**src/hdl/prescaled_reload_timer_macros.svh**
```systemverilog
// ---------------------------------------------------------------------------
// Prescaled reload timer assertion macros
// Shared concurrent assertion shorthands for the timer block.
// ---------------------------------------------------------------------------
`ifndef PRESCALED_RELOAD_TIMER_MACROS_SVH
`define PRESCALED_RELOAD_TIMER_MACROS_SVH

// Same-cycle implication, disabled while reset is asserted
`define PRT_ASSERT_IMPL(label, clk, rst_n, ante, cons) \
    label: assert property (@(posedge clk) disable iff (!rst_n) (ante) |-> (cons)) \
        else $error("prescaled_reload_timer: assertion failed");

// Next-cycle implication, disabled while reset is asserted
`define PRT_ASSERT_NEXT(label, clk, rst_n, ante, cons) \
    label: assert property (@(posedge clk) disable iff (!rst_n) (ante) |=> (cons)) \
        else $error("prescaled_reload_timer: assertion failed");

`endif

```
**src/hdl/prt_pkg.sv**
```systemverilog
// ---------------------------------------------------------------------------
// Prescaled reload timer package
// Widths, operation and register codes, and shared structs.
// ---------------------------------------------------------------------------
package prt_pkg;

    localparam int COUNTER_WIDTH = 16;
    localparam int HALF_W        = 16;
    localparam int CMP_N         = 4;
    localparam int FLAG_W        = CMP_N + 1;
    localparam int KIND_W        = 3;
    localparam int SRV_W         = 3;
    localparam int CFG_IDX_W     = 3;
    localparam int CFG_DATA_W    = 16;

    localparam logic [HALF_W-1:0]        HALF_MASK  = 16'hFFFF;
    localparam logic [COUNTER_WIDTH-1:0] RELOAD_RST = COUNTER_WIDTH'(HALF_MASK);
    localparam logic [SRV_W-1:0]         SRV_NONE   = 3'd0;

    // Operation codes of an input item
    typedef enum logic [KIND_W-1:0] {
        KIND_TICK   = 3'd0,
        KIND_START  = 3'd1,
        KIND_STOP   = 3'd2,
        KIND_UPDATE = 3'd3,
        KIND_ACK    = 3'd4
    } t_kind;

    // Configuration register indexes
    typedef enum logic [CFG_IDX_W-1:0] {
        REG_PRESCALE  = 3'd0,
        REG_RELOAD    = 3'd1,
        REG_ONE_PULSE = 3'd2,
        REG_UPD_IE    = 3'd3,
        REG_CMP_IE    = 3'd4
    } t_reg_idx;

    typedef struct packed {
        logic [HALF_W-1:0] prescale_value;
        logic [HALF_W-1:0] reload_value;
        logic              one_pulse;
        logic              update_irq_enable;
        logic [CMP_N-1:0]  compare_irq_enable;
    } t_cfg;

    typedef struct packed {
        logic [HALF_W-1:0] count;
        logic              running;
        logic [FLAG_W-1:0] flags;
        logic              irq_pending;
        logic [SRV_W-1:0]  serviced;
        logic              callback_fire;
    } t_result;

endpackage

```
**src/hdl/prt_in_if.sv**
```systemverilog
// ---------------------------------------------------------------------------
// Timer input channel
// Valid/ready channel carrying one operation and its compare events.
// ---------------------------------------------------------------------------
interface prt_in_if;
    logic                        valid;
    logic                        ready;
    logic [prt_pkg::KIND_W-1:0]  kind;
    logic [prt_pkg::CMP_N-1:0]   compare_events;

    modport source (output valid, output kind, output compare_events, input ready);
    modport sink   (input valid, input kind, input compare_events, output ready);
endinterface

```
**src/hdl/prt_out_if.sv**
```systemverilog
// ---------------------------------------------------------------------------
// Timer result channel
// Valid/ready channel carrying the timer status after one item.
// ---------------------------------------------------------------------------
interface prt_out_if;
    logic                        valid;
    logic                        ready;
    logic [prt_pkg::HALF_W-1:0]  count;
    logic                        running;
    logic [prt_pkg::FLAG_W-1:0]  flags;
    logic                        irq_pending;
    logic [prt_pkg::SRV_W-1:0]   serviced;
    logic                        callback_fire;

    modport source (output valid, output count, output running, output flags,
                    output irq_pending, output serviced, output callback_fire,
                    input ready);
    modport sink   (input valid, input count, input running, input flags,
                    input irq_pending, input serviced, input callback_fire,
                    output ready);
endinterface

```
**src/hdl/prescaled_reload_timer.sv**
```systemverilog
// Pipeline: an accepted item is registered in the input register, processed by
// the core as it moves into the result register (two register stages).
// Throughput: one item per cycle; the input and result registers both advance
// whenever the result is taken or the result register is empty.
// Reset: synchronous, active low; clears counters, flags, mode and valids.
// ---------------------------------------------------------------------------
// Prescaled reload timer
// Prescaled 16-bit auto-reload up-counter with one-pulse mode and flags.
// ---------------------------------------------------------------------------
`include "prescaled_reload_timer_macros.svh"

module prescaled_reload_timer (
    input  logic                            i_clk,
    input  logic                            i_rst_n,
    input  logic                            i_cfg_we,
    input  logic [prt_pkg::CFG_IDX_W-1:0]   i_cfg_idx,
    input  logic [prt_pkg::CFG_DATA_W-1:0]  i_cfg_wdata,
    prt_in_if.sink                          i_item,
    prt_out_if.source                       o_res
);

    prt_pkg::t_cfg                 w_cfg;
    prt_pkg::t_result              w_res;
    prt_pkg::t_result              r_res;

    logic                          r_in_valid;
    logic [prt_pkg::KIND_W-1:0]    r_in_kind;
    logic [prt_pkg::CMP_N-1:0]     r_in_events;
    logic                          r_out_valid;
    logic                          w_adv;
    logic                          w_accept;

    prt_cfg u_cfg (
        .i_clk       (i_clk),
        .i_rst_n     (i_rst_n),
        .i_cfg_we    (i_cfg_we),
        .i_cfg_idx   (i_cfg_idx),
        .i_cfg_wdata (i_cfg_wdata),
        .o_cfg       (w_cfg)
    );

    prt_core u_core (
        .i_clk            (i_clk),
        .i_rst_n          (i_rst_n),
        .i_step           (w_adv),
        .i_kind           (r_in_kind),
        .i_compare_events (r_in_events),
        .i_cfg            (w_cfg),
        .o_res            (w_res)
    );

    // Pipeline handshake: advance when the result slot is free or drains
    assign w_adv        = r_in_valid && (!r_out_valid || o_res.ready);
    assign i_item.ready = !r_in_valid || w_adv;
    assign w_accept     = i_item.valid && i_item.ready;

    always_ff @(posedge i_clk) begin
        if (!i_rst_n) begin
            r_in_valid  <= 1'b0;
            r_out_valid <= 1'b0;
        end else begin
            if (w_accept) begin
                r_in_valid <= 1'b1;
            end else if (w_adv) begin
                r_in_valid <= 1'b0;
            end
            if (w_adv) begin
                r_out_valid <= 1'b1;
            end else if (o_res.ready) begin
                r_out_valid <= 1'b0;
            end
        end
    end

    // Capture the input transfer and the computed result
    always_ff @(posedge i_clk) begin
        if (w_accept) begin
            r_in_kind   <= i_item.kind;
            r_in_events <= i_item.compare_events;
        end
        if (w_adv) begin
            r_res <= w_res;
        end
    end

    assign o_res.valid         = r_out_valid;
    assign o_res.count         = r_res.count;
    assign o_res.running       = r_res.running;
    assign o_res.flags         = r_res.flags;
    assign o_res.irq_pending   = r_res.irq_pending;
    assign o_res.serviced      = r_res.serviced;
    assign o_res.callback_fire = r_res.callback_fire;

    // A processed item always lands in the result register
    `PRT_ASSERT_NEXT(a_adv_fills_out, i_clk, i_rst_n, w_adv, r_out_valid)
    // Only an acknowledge reports a serviced flag
    `PRT_ASSERT_NEXT(a_srv_only_ack, i_clk, i_rst_n, w_adv && (r_in_kind != prt_pkg::KIND_ACK), (r_res.serviced == prt_pkg::SRV_NONE) && !r_res.callback_fire)
    // Stop leaves the counter cleared and halted
    `PRT_ASSERT_NEXT(a_stop_halts, i_clk, i_rst_n, w_adv && (r_in_kind == prt_pkg::KIND_STOP), !r_res.running && (r_res.count == '0) && !r_res.flags[0])
    // Interrupt request matches the pending flags under the current enables
    `PRT_ASSERT_IMPL(a_irq_match, i_clk, i_rst_n, r_out_valid, r_res.irq_pending == (|(r_res.flags & {w_cfg.compare_irq_enable, w_cfg.update_irq_enable})))

endmodule

```
**src/hdl/prt_cfg.sv**
```systemverilog
// ---------------------------------------------------------------------------
// Timer configuration registers
// Write-only register file for prescaler, reload, mode and interrupt enables.
// ---------------------------------------------------------------------------
module prt_cfg (
    input  logic                            i_clk,
    input  logic                            i_rst_n,
    input  logic                            i_cfg_we,
    input  logic [prt_pkg::CFG_IDX_W-1:0]   i_cfg_idx,
    input  logic [prt_pkg::CFG_DATA_W-1:0]  i_cfg_wdata,
    output prt_pkg::t_cfg                   o_cfg
);

    prt_pkg::t_cfg r_cfg;

    // Decode the index and update one register per write
    always_ff @(posedge i_clk) begin
        if (!i_rst_n) begin
            r_cfg.prescale_value     <= '0;
            r_cfg.reload_value       <= prt_pkg::HALF_MASK;
            r_cfg.one_pulse          <= 1'b0;
            r_cfg.update_irq_enable  <= 1'b1;
            r_cfg.compare_irq_enable <= '0;
        end else if (i_cfg_we) begin
            unique case (i_cfg_idx)
                prt_pkg::REG_PRESCALE: begin
                    r_cfg.prescale_value <= i_cfg_wdata[prt_pkg::HALF_W-1:0];
                end
                prt_pkg::REG_RELOAD: begin
                    r_cfg.reload_value <= i_cfg_wdata[prt_pkg::HALF_W-1:0];
                end
                prt_pkg::REG_ONE_PULSE: begin
                    r_cfg.one_pulse <= i_cfg_wdata[0];
                end
                prt_pkg::REG_UPD_IE: begin
                    r_cfg.update_irq_enable <= i_cfg_wdata[0];
                end
                prt_pkg::REG_CMP_IE: begin
                    r_cfg.compare_irq_enable <= i_cfg_wdata[prt_pkg::CMP_N-1:0];
                end
                default: begin
                end
            endcase
        end
    end

    assign o_cfg = r_cfg;

endmodule

```
**src/hdl/prt_core.sv**
```systemverilog
// ---------------------------------------------------------------------------
// Timer core
// Counter state and the single-pass next-state and status logic per item.
// ---------------------------------------------------------------------------
module prt_core (
    input  logic                          i_clk,
    input  logic                          i_rst_n,
    input  logic                          i_step,
    input  logic [prt_pkg::KIND_W-1:0]    i_kind,
    input  logic [prt_pkg::CMP_N-1:0]     i_compare_events,
    input  prt_pkg::t_cfg                 i_cfg,
    output prt_pkg::t_result              o_res
);

    logic [prt_pkg::HALF_W-1:0]        r_pre_cnt, n_pre_cnt;
    logic [prt_pkg::COUNTER_WIDTH-1:0] r_main, n_main;
    logic                              r_en, n_en;
    logic [prt_pkg::FLAG_W-1:0]        r_flags, n_flags;
    logic [prt_pkg::HALF_W-1:0]        r_act_pre, n_act_pre;
    logic [prt_pkg::COUNTER_WIDTH-1:0] r_act_rel, n_act_rel;

    logic [prt_pkg::FLAG_W-1:0]        w_mask;
    logic [prt_pkg::FLAG_W-1:0]        w_hit;
    logic [prt_pkg::FLAG_W-1:0]        w_clr;
    logic [prt_pkg::SRV_W-1:0]         w_srv;

    assign w_mask = {i_cfg.compare_irq_enable, i_cfg.update_irq_enable};
    assign w_hit  = r_flags & w_mask;

    // Pick the lowest enabled pending flag for an acknowledge
    always_comb begin
        w_clr = '0;
        w_srv = prt_pkg::SRV_NONE;
        for (int i = prt_pkg::FLAG_W - 1; i >= 0; i--) begin
            if (w_hit[i]) begin
                w_clr    = '0;
                w_clr[i] = 1'b1;
                w_srv    = prt_pkg::SRV_W'(i + 1);
            end
        end
    end

    // Next state for the item
    always_comb begin
        n_pre_cnt = r_pre_cnt;
        n_main    = r_main;
        n_en      = r_en;
        n_flags   = r_flags;
        n_act_pre = r_act_pre;
        n_act_rel = r_act_rel;
        unique case (i_kind)
            prt_pkg::KIND_TICK: begin
                if (r_en) begin
                    if (r_pre_cnt != r_act_pre) begin
                        n_pre_cnt = r_pre_cnt + 1'b1;
                    end else begin
                        n_pre_cnt = '0;
                        if (r_act_rel != '0) begin
                            if (r_main == r_act_rel) begin
                                // rollover: flag, reload active values, stop in one-pulse mode
                                n_main     = '0;
                                n_flags[0] = 1'b1;
                                n_act_pre  = i_cfg.prescale_value;
                                n_act_rel  = prt_pkg::COUNTER_WIDTH'(i_cfg.reload_value);
                                if (i_cfg.one_pulse) begin
                                    n_en = 1'b0;
                                end
                            end else begin
                                n_main = r_main + 1'b1;
                            end
                        end
                    end
                end
            end
            prt_pkg::KIND_START: begin
                n_act_pre = i_cfg.prescale_value;
                n_act_rel = prt_pkg::COUNTER_WIDTH'(i_cfg.reload_value);
                n_pre_cnt = '0;
                n_main    = '0;
                n_en      = 1'b1;
            end
            prt_pkg::KIND_STOP: begin
                n_en       = 1'b0;
                n_main     = '0;
                n_flags[0] = 1'b0;
            end
            prt_pkg::KIND_UPDATE: begin
                n_act_pre = i_cfg.prescale_value;
                n_act_rel = prt_pkg::COUNTER_WIDTH'(i_cfg.reload_value);
                n_pre_cnt = '0;
                n_main    = '0;
            end
            prt_pkg::KIND_ACK: begin
                n_flags = r_flags & ~w_clr;
            end
            default: begin
            end
        endcase
        // latch compare events after the operation
        n_flags = n_flags | {i_compare_events, 1'b0};
    end

    // Status seen after the item
    always_comb begin
        o_res.count         = prt_pkg::HALF_W'(n_main);
        o_res.running       = n_en;
        o_res.flags         = n_flags;
        o_res.irq_pending   = |(n_flags & w_mask);
        o_res.serviced      = (i_kind == prt_pkg::KIND_ACK) ? w_srv : prt_pkg::SRV_NONE;
        o_res.callback_fire = (i_kind == prt_pkg::KIND_ACK) && (w_srv != prt_pkg::SRV_NONE);
    end

    // Hold state, advance on each item
    always_ff @(posedge i_clk) begin
        if (!i_rst_n) begin
            r_pre_cnt <= '0;
            r_main    <= '0;
            r_en      <= 1'b0;
            r_flags   <= '0;
            r_act_pre <= '0;
            r_act_rel <= prt_pkg::RELOAD_RST;
        end else if (i_step) begin
            r_pre_cnt <= n_pre_cnt;
            r_main    <= n_main;
            r_en      <= n_en;
            r_flags   <= n_flags;
            r_act_pre <= n_act_pre;
            r_act_rel <= n_act_rel;
        end
    end

endmodule

```
**src/flat_wrapper.sv**
```systemverilog
// flat-port wrapper written by rule: the top's interface ports become plain ports
module prescaled_reload_timer_flat 
  (i_clk, i_rst_n, i_cfg_we, i_cfg_idx, i_cfg_wdata, i_item_valid, i_item_kind, i_item_compare_events, i_item_ready, o_res_valid, o_res_count, o_res_running, o_res_flags, o_res_irq_pending, o_res_serviced, o_res_callback_fire, o_res_ready);
  prt_in_if i_item_i ();
  prt_out_if o_res_i ();
  input  logic i_clk;
  input  logic i_rst_n;
  input  logic i_cfg_we;
  input  logic [prt_pkg::CFG_IDX_W-1:0] i_cfg_idx;
  input  logic [prt_pkg::CFG_DATA_W-1:0] i_cfg_wdata;
  input wire logic [$bits(i_item_i.valid)-1:0] i_item_valid;
  input wire logic [$bits(i_item_i.kind)-1:0] i_item_kind;
  input wire logic [$bits(i_item_i.compare_events)-1:0] i_item_compare_events;
  output wire logic [$bits(i_item_i.ready)-1:0] i_item_ready;
  output wire logic [$bits(o_res_i.valid)-1:0] o_res_valid;
  output wire logic [$bits(o_res_i.count)-1:0] o_res_count;
  output wire logic [$bits(o_res_i.running)-1:0] o_res_running;
  output wire logic [$bits(o_res_i.flags)-1:0] o_res_flags;
  output wire logic [$bits(o_res_i.irq_pending)-1:0] o_res_irq_pending;
  output wire logic [$bits(o_res_i.serviced)-1:0] o_res_serviced;
  output wire logic [$bits(o_res_i.callback_fire)-1:0] o_res_callback_fire;
  input wire logic [$bits(o_res_i.ready)-1:0] o_res_ready;
  assign i_item_i.valid = i_item_valid;
  assign i_item_i.kind = i_item_kind;
  assign i_item_i.compare_events = i_item_compare_events;
  assign i_item_ready = i_item_i.ready;
  assign o_res_valid = o_res_i.valid;
  assign o_res_count = o_res_i.count;
  assign o_res_running = o_res_i.running;
  assign o_res_flags = o_res_i.flags;
  assign o_res_irq_pending = o_res_i.irq_pending;
  assign o_res_serviced = o_res_i.serviced;
  assign o_res_callback_fire = o_res_i.callback_fire;
  assign o_res_i.ready = o_res_ready;
  prescaled_reload_timer u_core (.i_clk(i_clk), .i_rst_n(i_rst_n), .i_cfg_we(i_cfg_we), .i_cfg_idx(i_cfg_idx), .i_cfg_wdata(i_cfg_wdata), .i_item(i_item_i), .o_res(o_res_i));
endmodule
```
**config.mk**
```make
export PLATFORM = sky130hd
export DESIGN_NAME = prescaled_reload_timer_flat
export DESIGN_NICKNAME = d
export VERILOG_FILES = /design/src/hdl/prt_pkg.sv /design/src/hdl/prt_in_if.sv /design/src/hdl/prt_out_if.sv /design/src/hdl/prescaled_reload_timer.sv /design/src/hdl/prt_cfg.sv /design/src/hdl/prt_core.sv /design/src/flat_wrapper.sv
export VERILOG_INCLUDE_DIRS = /design/src /design/src/hdl
export SDC_FILE = /design/constraint.sdc
export NUM_CORES = 1
export LEC_CHECK = 0
export BUFFER_PORTS_ARGS = -buffer_cell sky130_fd_sc_hd__buf_2
export CORE_ASPECT_RATIO = 1.4
export CORE_UTILIZATION = 58
export CTS_BUF_LIST = sky130_fd_sc_hd__clkbuf_8
export CTS_CLUSTER_DIAMETER = 120
export DETAILED_ROUTE_END_ITERATION = 10
export HOLD_SLACK_MARGIN = 0.08
export PLACE_DENSITY = 0.77
export RECOVER_POWER = 100
export SLEW_MARGIN = 20
export SYNTH_ARGS = -nofsm -noshare
export SYNTH_HDL_FRONTEND = slang
export SYNTH_SLANG_ARGS = --single-unit
```
**constraint.sdc**
```tcl
create_clock -name i_clk -period 3 [get_ports i_clk]
set_input_delay 0.15 -clock i_clk [delete_from_list [all_inputs] [get_ports i_clk]]
set_output_delay 0.15 -clock i_clk [all_outputs]
set_load 0.02 [all_outputs]
```
==> results.toml, run 1 <==
[route]
first_iter_violations = 362
met3WireLength_um = 775
detailed_routing_iteration_count_for_the_pre_antenna_repair_pass = 6
avgRoutedWirePerCell_um = 16.6
dr.max_layer_used = "met4"
drt_wl_total_um = 16100
ant_nets = 0
detailroute.wirelength.met2_um = 8590
route.vias.total = 5787
avgViaCountPerCell = 5.97
met1_length_um = 6350
drc = 0

[global_routing]
first_global_vias = 5774
antenna_found_initial = 0
wire_length_of_the_first_global_routing_pass_um = 26400
grt_usage = 0.276
globalRoute.totalOverflow = 0
grt_max_degree = 55

[place]
place_hpwl_um = 10900
finalWeightedCongestion = 0.906
port_buffers = 59
dpl.cell_count = 913

[status]
failed_checks = "capacitance limit, slew limit"
outcome = "complete, but fails checks"

[cts]
num_cts_buffers = 17
clk_path_buf_depth = 2
post_cts.resized_instances = 0
number_of_sinks_on_the_clock_net = 144
clk_latency_ns = 0.43
cts.clk_slew.worst_paths_ns = 0.07
clock_tree.root_cell = "clkbuf_8"
cts_tree = "yes"
htree_num_levels = 4

[setup_path]
startpoint_type = "flop"
worst_setup_path_end_kind = "flop"
worst_path_largest_cell_delay_ns = 0.60
worstPathCellList = "xor2_1 > nor4_1 > nand4_1 > or4_1 > a21oi_4 > buf_12 > mux2i_1"
crit_slowest_cell = "or4_1"
timing_worst_setup_path_type = "flop to flop"
cp.buffers_inverters = 1
critPathMaxFanout = 32
critPathRequiredTime_ns = 3.35
worst_ep_arrival_time_ns = 3.13
cpLargestDelayFamily = "simple AND/OR/NAND/NOR gates"

[synth]
netlist_instances = 748
synth_fa_ha_area_frac = 0.00370
number_of_synthesized_flops_with_an_enable_pin = 34
top_reg_cell_synth = "dfxtp_1"
synth.most_common_cell = "nand2_1"
area_share_of_and_or_nand_nor_cells_after_synthesis = 0.265
synth-compound-area-share = 0.0854
muxShareOfSynthArea = 0.0680
yosys_warnings = 0
postSynthNetCount = 781
top_cell_type_by_total_area_after_synthesis = "dfxtp_1"
post_synth_instance_area_sq_um = 6770
top_cells_by_area_synth = "dfxtp_1 33%, edfxtp_1 15%, nand2_1 6.9%"
synth.distinct_cells = 57
avgSynthCellArea_sq_um = 9.05
yosys.area.top_type_share = 0.325
ys_seq_elements = 144
combinational_family_with_the_most_area_after_synthesis = "simple AND/OR/NAND/NOR gates"
postSynth.asyncResetShare = 0
synth_seq_area_share = 0.476
synthTopCellsByCount = "125 x nand2_1, 110 x dfxtp_1, 71 x nor2_1"
yosys.area_share.xor_xnor = 0.0569

[timing]
timing.slew.headroom = -0.143
setup_tns_ns = 0
final_max_slew_viol_count = 54
maxClockFrequency_ghz = 0.360
clock-skew-final_ns = 0.0184
final.min_clock_period_ns = 2.78
report.final.hold_viol_count = 0
unrepaired_setup_endpoints_after_global_routing = "no"
final_min_period_over_clock_period = 0.927
max_slew.worst_pin.slew_ns = 1.71
report.final.setup_viol = 0

[floorplanning]
core_sq_um = 11300
fp-row-count = 46
die_area_sq_um = 12100
fp.dieW_um = 93.3
fp.dieH_um = 130
ios = 60
floorplan.initialDensity = 0.597

[finish]
stdcell_count = 970
drive_above_1_share = 0.0920
antennaDiodeCount = 0
fill_cells = 886
layout.nets = 846
synthToLayoutAreaGrowth_pct = 13.6

[power]
powerDensity_nw_per_um2 = 504
leakagePower_nw = 2.80
power.ir.vdd_worst_v = 0.000371

[flow_run]
drv.max_cap_violation_count = 1

[hold_path]
timing.hold.worst.class = "primary input to flop"
==> power breakdown <==
part | switching (mW) | internal, mW
Combinational | 0.188 | 0.0992
Clock | 0.687 | 0.843
Sequential | 0.0271 | 2.03
==> cell type report <==
cell class	instances	area, sq um	share of cell area
Multi-Input combinational cell	542	3230	0.420
Clock buffer	19	262	0.0340
Inverter	13	48.8	0.00634
Sequential cell	144	3220	0.419
Timing Repair Buffer	95	611	0.0794
Clock inverter	13	134	0.0174
Tap cell	144	180	0.0234
==> worst paths after layout <==
kind | startpoint | to | slack (ns) | cells past startpoint
setup / recovery | u_core.u_core.r_main[13] | u_core.u_core.r_act_pre[15] | 0.22 | 7
hold / removal | i_cfg_we | u_core.u_cfg.o_cfg[4] | 0.14 | 4
setup reg to reg | u_core.u_core.r_main[13] | u_core.u_core.r_act_pre[15] | 0.22 | 7
hold reg to reg | u_core.u_cfg.o_cfg[26] | u_core.u_cfg.o_cfg[26] | 0.46 | 2
==> worst min-delay path, delay by kind of cell <==
kind	cells	cell delay [ns]
muxes	1	0.07
and+or+nand+nor	2	0.17
buffers and inverters	1	0.14
==> logic make-up after synthesis <==
family | after synthesis
XOR/XNOR | 44
AND/OR/NAND/NOR | 356
AO/OA/AOI/OAI | 94
flip-flops | 144
buffers and inverters | 62
multiplexers | 46
adder cells (fa/ha/maj) | 2
==> placed cells by master, fill, tap and decap left out, drive strengths merged, types with 3 or more instances in the layout <==
cell type / Yosys / routed
nor3: 10 / 10
bufinv: 0 / 3
a21o: 4 / 4
dfxtp: 110 / 110
buf: 12 / 38
nor4: 13 / 13
a31oi: 7 / 7
nand4: 33 / 33
nand2: 125 / 125
clkbuf: 37 / 51
a211oi: 4 / 4
and2: 10 / 10
and3: 10 / 10
nand2b: 5 / 5
nor2: 71 / 71
nand3b: 4 / 4
mux2i: 46 / 46
or3: 15 / 15
dlygate4sd3: 0 / 25
nand3: 42 / 42
inv: 13 / 20
xor2: 40 / 40
a21oi: 45 / 45
and4: 5 / 5
o21ai: 15 / 15
edfxtp: 34 / 34
nor4bb: 3 / 3
nor2b: 3 / 3
xnor2: 4 / 4
==> metrics by stage <==
stage               setup WS [ns]  power [mW]  utilization  hold WS, ns  cell area, sq um
finish                      0.220        3.87        0.678        0.138              7690
global route               0.0809        4.00        0.678        0.148              7690
CTS                         0.269        3.89        0.685        0.115              7760
detailed placement          0.394        2.36        0.628        0.329              7120
global placement            0.490        2.35        0.628        0.330              7120
floorplan                   0.724        2.27            -        0.249              6770
==> registers in the layout, summed over array words and instances (netlist names), 3 cells and up <==
signal and count:
u_core.u_core.r_pre_cnt 16, u_core.o_res.count 16, u_core.o_res.serviced 3, u_core.u_core.r_act_pre 16, u_core.r_in_kind 3, u_core.r_in_events 4, u_core.u_cfg.o_cfg 38, u_core.u_core.r_flags 5
u_core.o_res.flags 5, u_core.u_core.r_main 16, u_core.u_core.r_act_rel 16
==> layer usage <==
metal  track usage  vias to the layer above
li1              -                     2765
met1         0.307                     2755
met2         0.504                      223
met3        0.0466                       44
met4         0.139                        0
met5             0                        -
==> what timing repair did <==
action | in CTS | in global routing
endpoints found under the hold margin | 47 | 0
hold buffers | 25 | 0
setup buffers | 0 | 0
Power figures use the tool's default switching activity.
==> run 2: changes to the inputs <==
==> constraint.sdc (replaced) <==
create_clock -name i_clk -period 3.1 [get_ports i_clk]
set_input_delay 0.155 -clock i_clk [delete_from_list [all_inputs] [get_ports i_clk]]
set_output_delay 0.155 -clock i_clk [all_outputs]
set_load 0.02 [all_outputs]
==> run 2 against run 1 <==
  * Non-clock buffer count rose by 1
  * Critical path depth decreased by 3
  * Clock power shrank 9%
  * Sequential power down 3%
  * Worst hold slack got worse by 0.022 ns
  * Critical endpoint is now u_core.u_core.r_main[0]
  * Core utilization shrank 0.32 points
  * First-iteration DRC count decreased by 1.1%
  * Cell count up 0.10%
  * Highest routed layer unchanged
  * The flow still finishes with violations (capacitance limit, slew limit)
  * Register-to-register slack improved by 0.15 ns
==> results.toml, run 2 (synthesis results as in run 1) <==
[hold_path]
whs_path_depth = 4
whs_endpoint = "u_core.u_cfg.o_cfg[4]"
hp-start = "i_cfg_we"
timing.hold.worst.class = "primary input to flop"

[finish]
final_cell_mix = "125 x nand2_1, 110 x dfxtp_1, 71 x nor2_1, 46 x mux2i_1, 44 x a21oi_1"
layout.nets = 847
largest_register_ff_count = 38
synthToLayoutAreaGrowth_pct = 13.1
stdcell_count = 971
layout_commonest_cell = "nand2_1"
drive_above_1_share = 0.0896

[power]
post-layout-total-power_mw = 3.66
power.ir.vdd_worst_v = 0.000318
leakagePower_nw = 2.78
powerDensity_nw_per_um2 = 478

[cts]
post_cts.resized_instances = 0
number_of_sinks_on_the_clock_net = 144
htree_num_levels = 4
clock_tree.root_cell = "clkbuf_8"
clk_path_buf_depth = 2
cts_tree = "yes"
num_cts_buffers = 17
cts.clk_slew.worst_paths_ns = 0.08
clk_latency_ns = 0.44

[setup_path]
regToRegEndpoint = "u_core.u_core.r_act_rel[14]"
regToRegStartpoint = "u_core.u_core.r_pre_cnt[9]"
worstRegToRegCells = 7
startpoint_type = "primary input"
r2r_slack_ns = 0.37
critPathRequiredTime_ns = 3.41
worst_setup_path_end_kind = "flop"
timing_worst_setup_path_type = "primary input to flop"
worst_ep_arrival_time_ns = 3.15
critPathMaxFanout = 38

[floorplanning]
die_area_sq_um = 12100
floorplan.initialDensity = 0.597
ios = 60
core_sq_um = 11300
fp.dieW_um = 93.3
fp.dieH_um = 130
fp-row-count = 46

[timing]
final_min_period_over_clock_period = 0.917
report.final.hold_viol_count = 0
report.final.setup_viol = 0
unrepaired_setup_endpoints_after_global_routing = "no"
clock-skew-final_ns = 0.0102
timing.slew.headroom = -0.232
setup_tns_ns = 0
final.min_clock_period_ns = 2.84
maxClockFrequency_ghz = 0.352
setup_slack_ns = 0.256
max_slew.worst_pin.slew_ns = 1.85
final_max_slew_viol_count = 39
hold-worst-slack_ns = 0.115

[route]
drt_wl_total_um = 15700
avgViaCountPerCell = 5.89
ant_nets = 0
first_iter_violations = 358
drc = 0
detailed_routing_iteration_count_for_the_pre_antenna_repair_pass = 5
met1_length_um = 6230
dr.max_layer_used = "met4"
avgRoutedWirePerCell_um = 16.2
detailroute.wirelength.met2_um = 8320
route.vias.total = 5719
met3WireLength_um = 772

[global_routing]
antenna_found_initial = 0
first_global_vias = 5556
globalRoute.totalOverflow = 0
wire_length_of_the_first_global_routing_pass_um = 25600
grt_usage = 0.269
grt_max_degree = 39

[place]
dpl_worst_slack_ns = 0.579
place_hpwl_um = 10700
dpl.cell_count = 914
finalWeightedCongestion = 0.918
port_buffers = 59

[status]
outcome = "complete, but fails checks"
failed_checks = "capacitance limit, slew limit"

[flow_run]
drv.max_cap_violation_count = 1
==> run 2: cell count changes in the layout (fill, tap and decap cells not counted), sizes merged <==
| cell | change |
|---|---|
| clkbuf | +5 |
| buf | -4 |
| bufinv | -1 |
| clkinv | +1 |
| diode | +1 |
| inv | -1 |
==> run 2: timing repair <==
action,in CTS,in global routing
endpoints found under the hold margin,47,0
setup buffers,0,0
hold buffers,25,0
==> run 2: how the worst max path moves through the flow <==
stage	depth (start not counted)	to	slack (ns)	from
floorplan	8	u_core.u_core.r_act_rel[10]	0.82	u_core.u_core.r_main[3]
global route	4	u_core.u_core.r_main[0]	0.17	i_rst_n
detailed placement	7	u_core.u_core.r_act_rel[14]	0.58	u_core.u_core.r_main[13]
finish	4	u_core.u_core.r_main[0]	0.26	i_rst_n
CTS	7	u_core.u_core.r_act_rel[14]	0.53	u_core.u_core.r_main[13]
global placement	7	u_core.u_core.r_act_pre[9]	0.63	u_core.u_core.r_main[13]
==> run 2: critical path: stages <==
cell and delay [ns]:
clkbuf_1 1.29, inv_1 0.61, clkbuf_2 0.54, o41ai_1 0.52
==> run 2: final cells by class <==
class                   instances  area, sq um
fillers                       902         3680
multi-input cells             542         3240
flip-flops and latches        144         3220
repair buffers                 96          598
clock buffers                  19          262
well taps                     144          180
clock inverters                12          105
inverters                      13         48.8
diodes                          1         2.50
==> run 2: layer usage <==
layer / vias up / global-route usage
met5: - / 0
met4: 0 / 0.122
met3: 37 / 0.0501
met2: 193 / 0.484
met1: 2720 / 0.307
li1: 2769 / -
==> run 2: stage by stage <==
stage	utilization	area, sq um
global placement	0.627	7110
detailed placement	0.627	7110
finish	0.675	7650
CTS	0.682	7730
floorplan	-	6770
global route	0.675	7650
==> run 2: power breakdown <==
group	leakage (nW)	internal [mW]	switching (mW)
combinational	1.37	0.0943	0.179
sequential	1.21	1.96	0.0263
clock	0.209	0.731	0.663
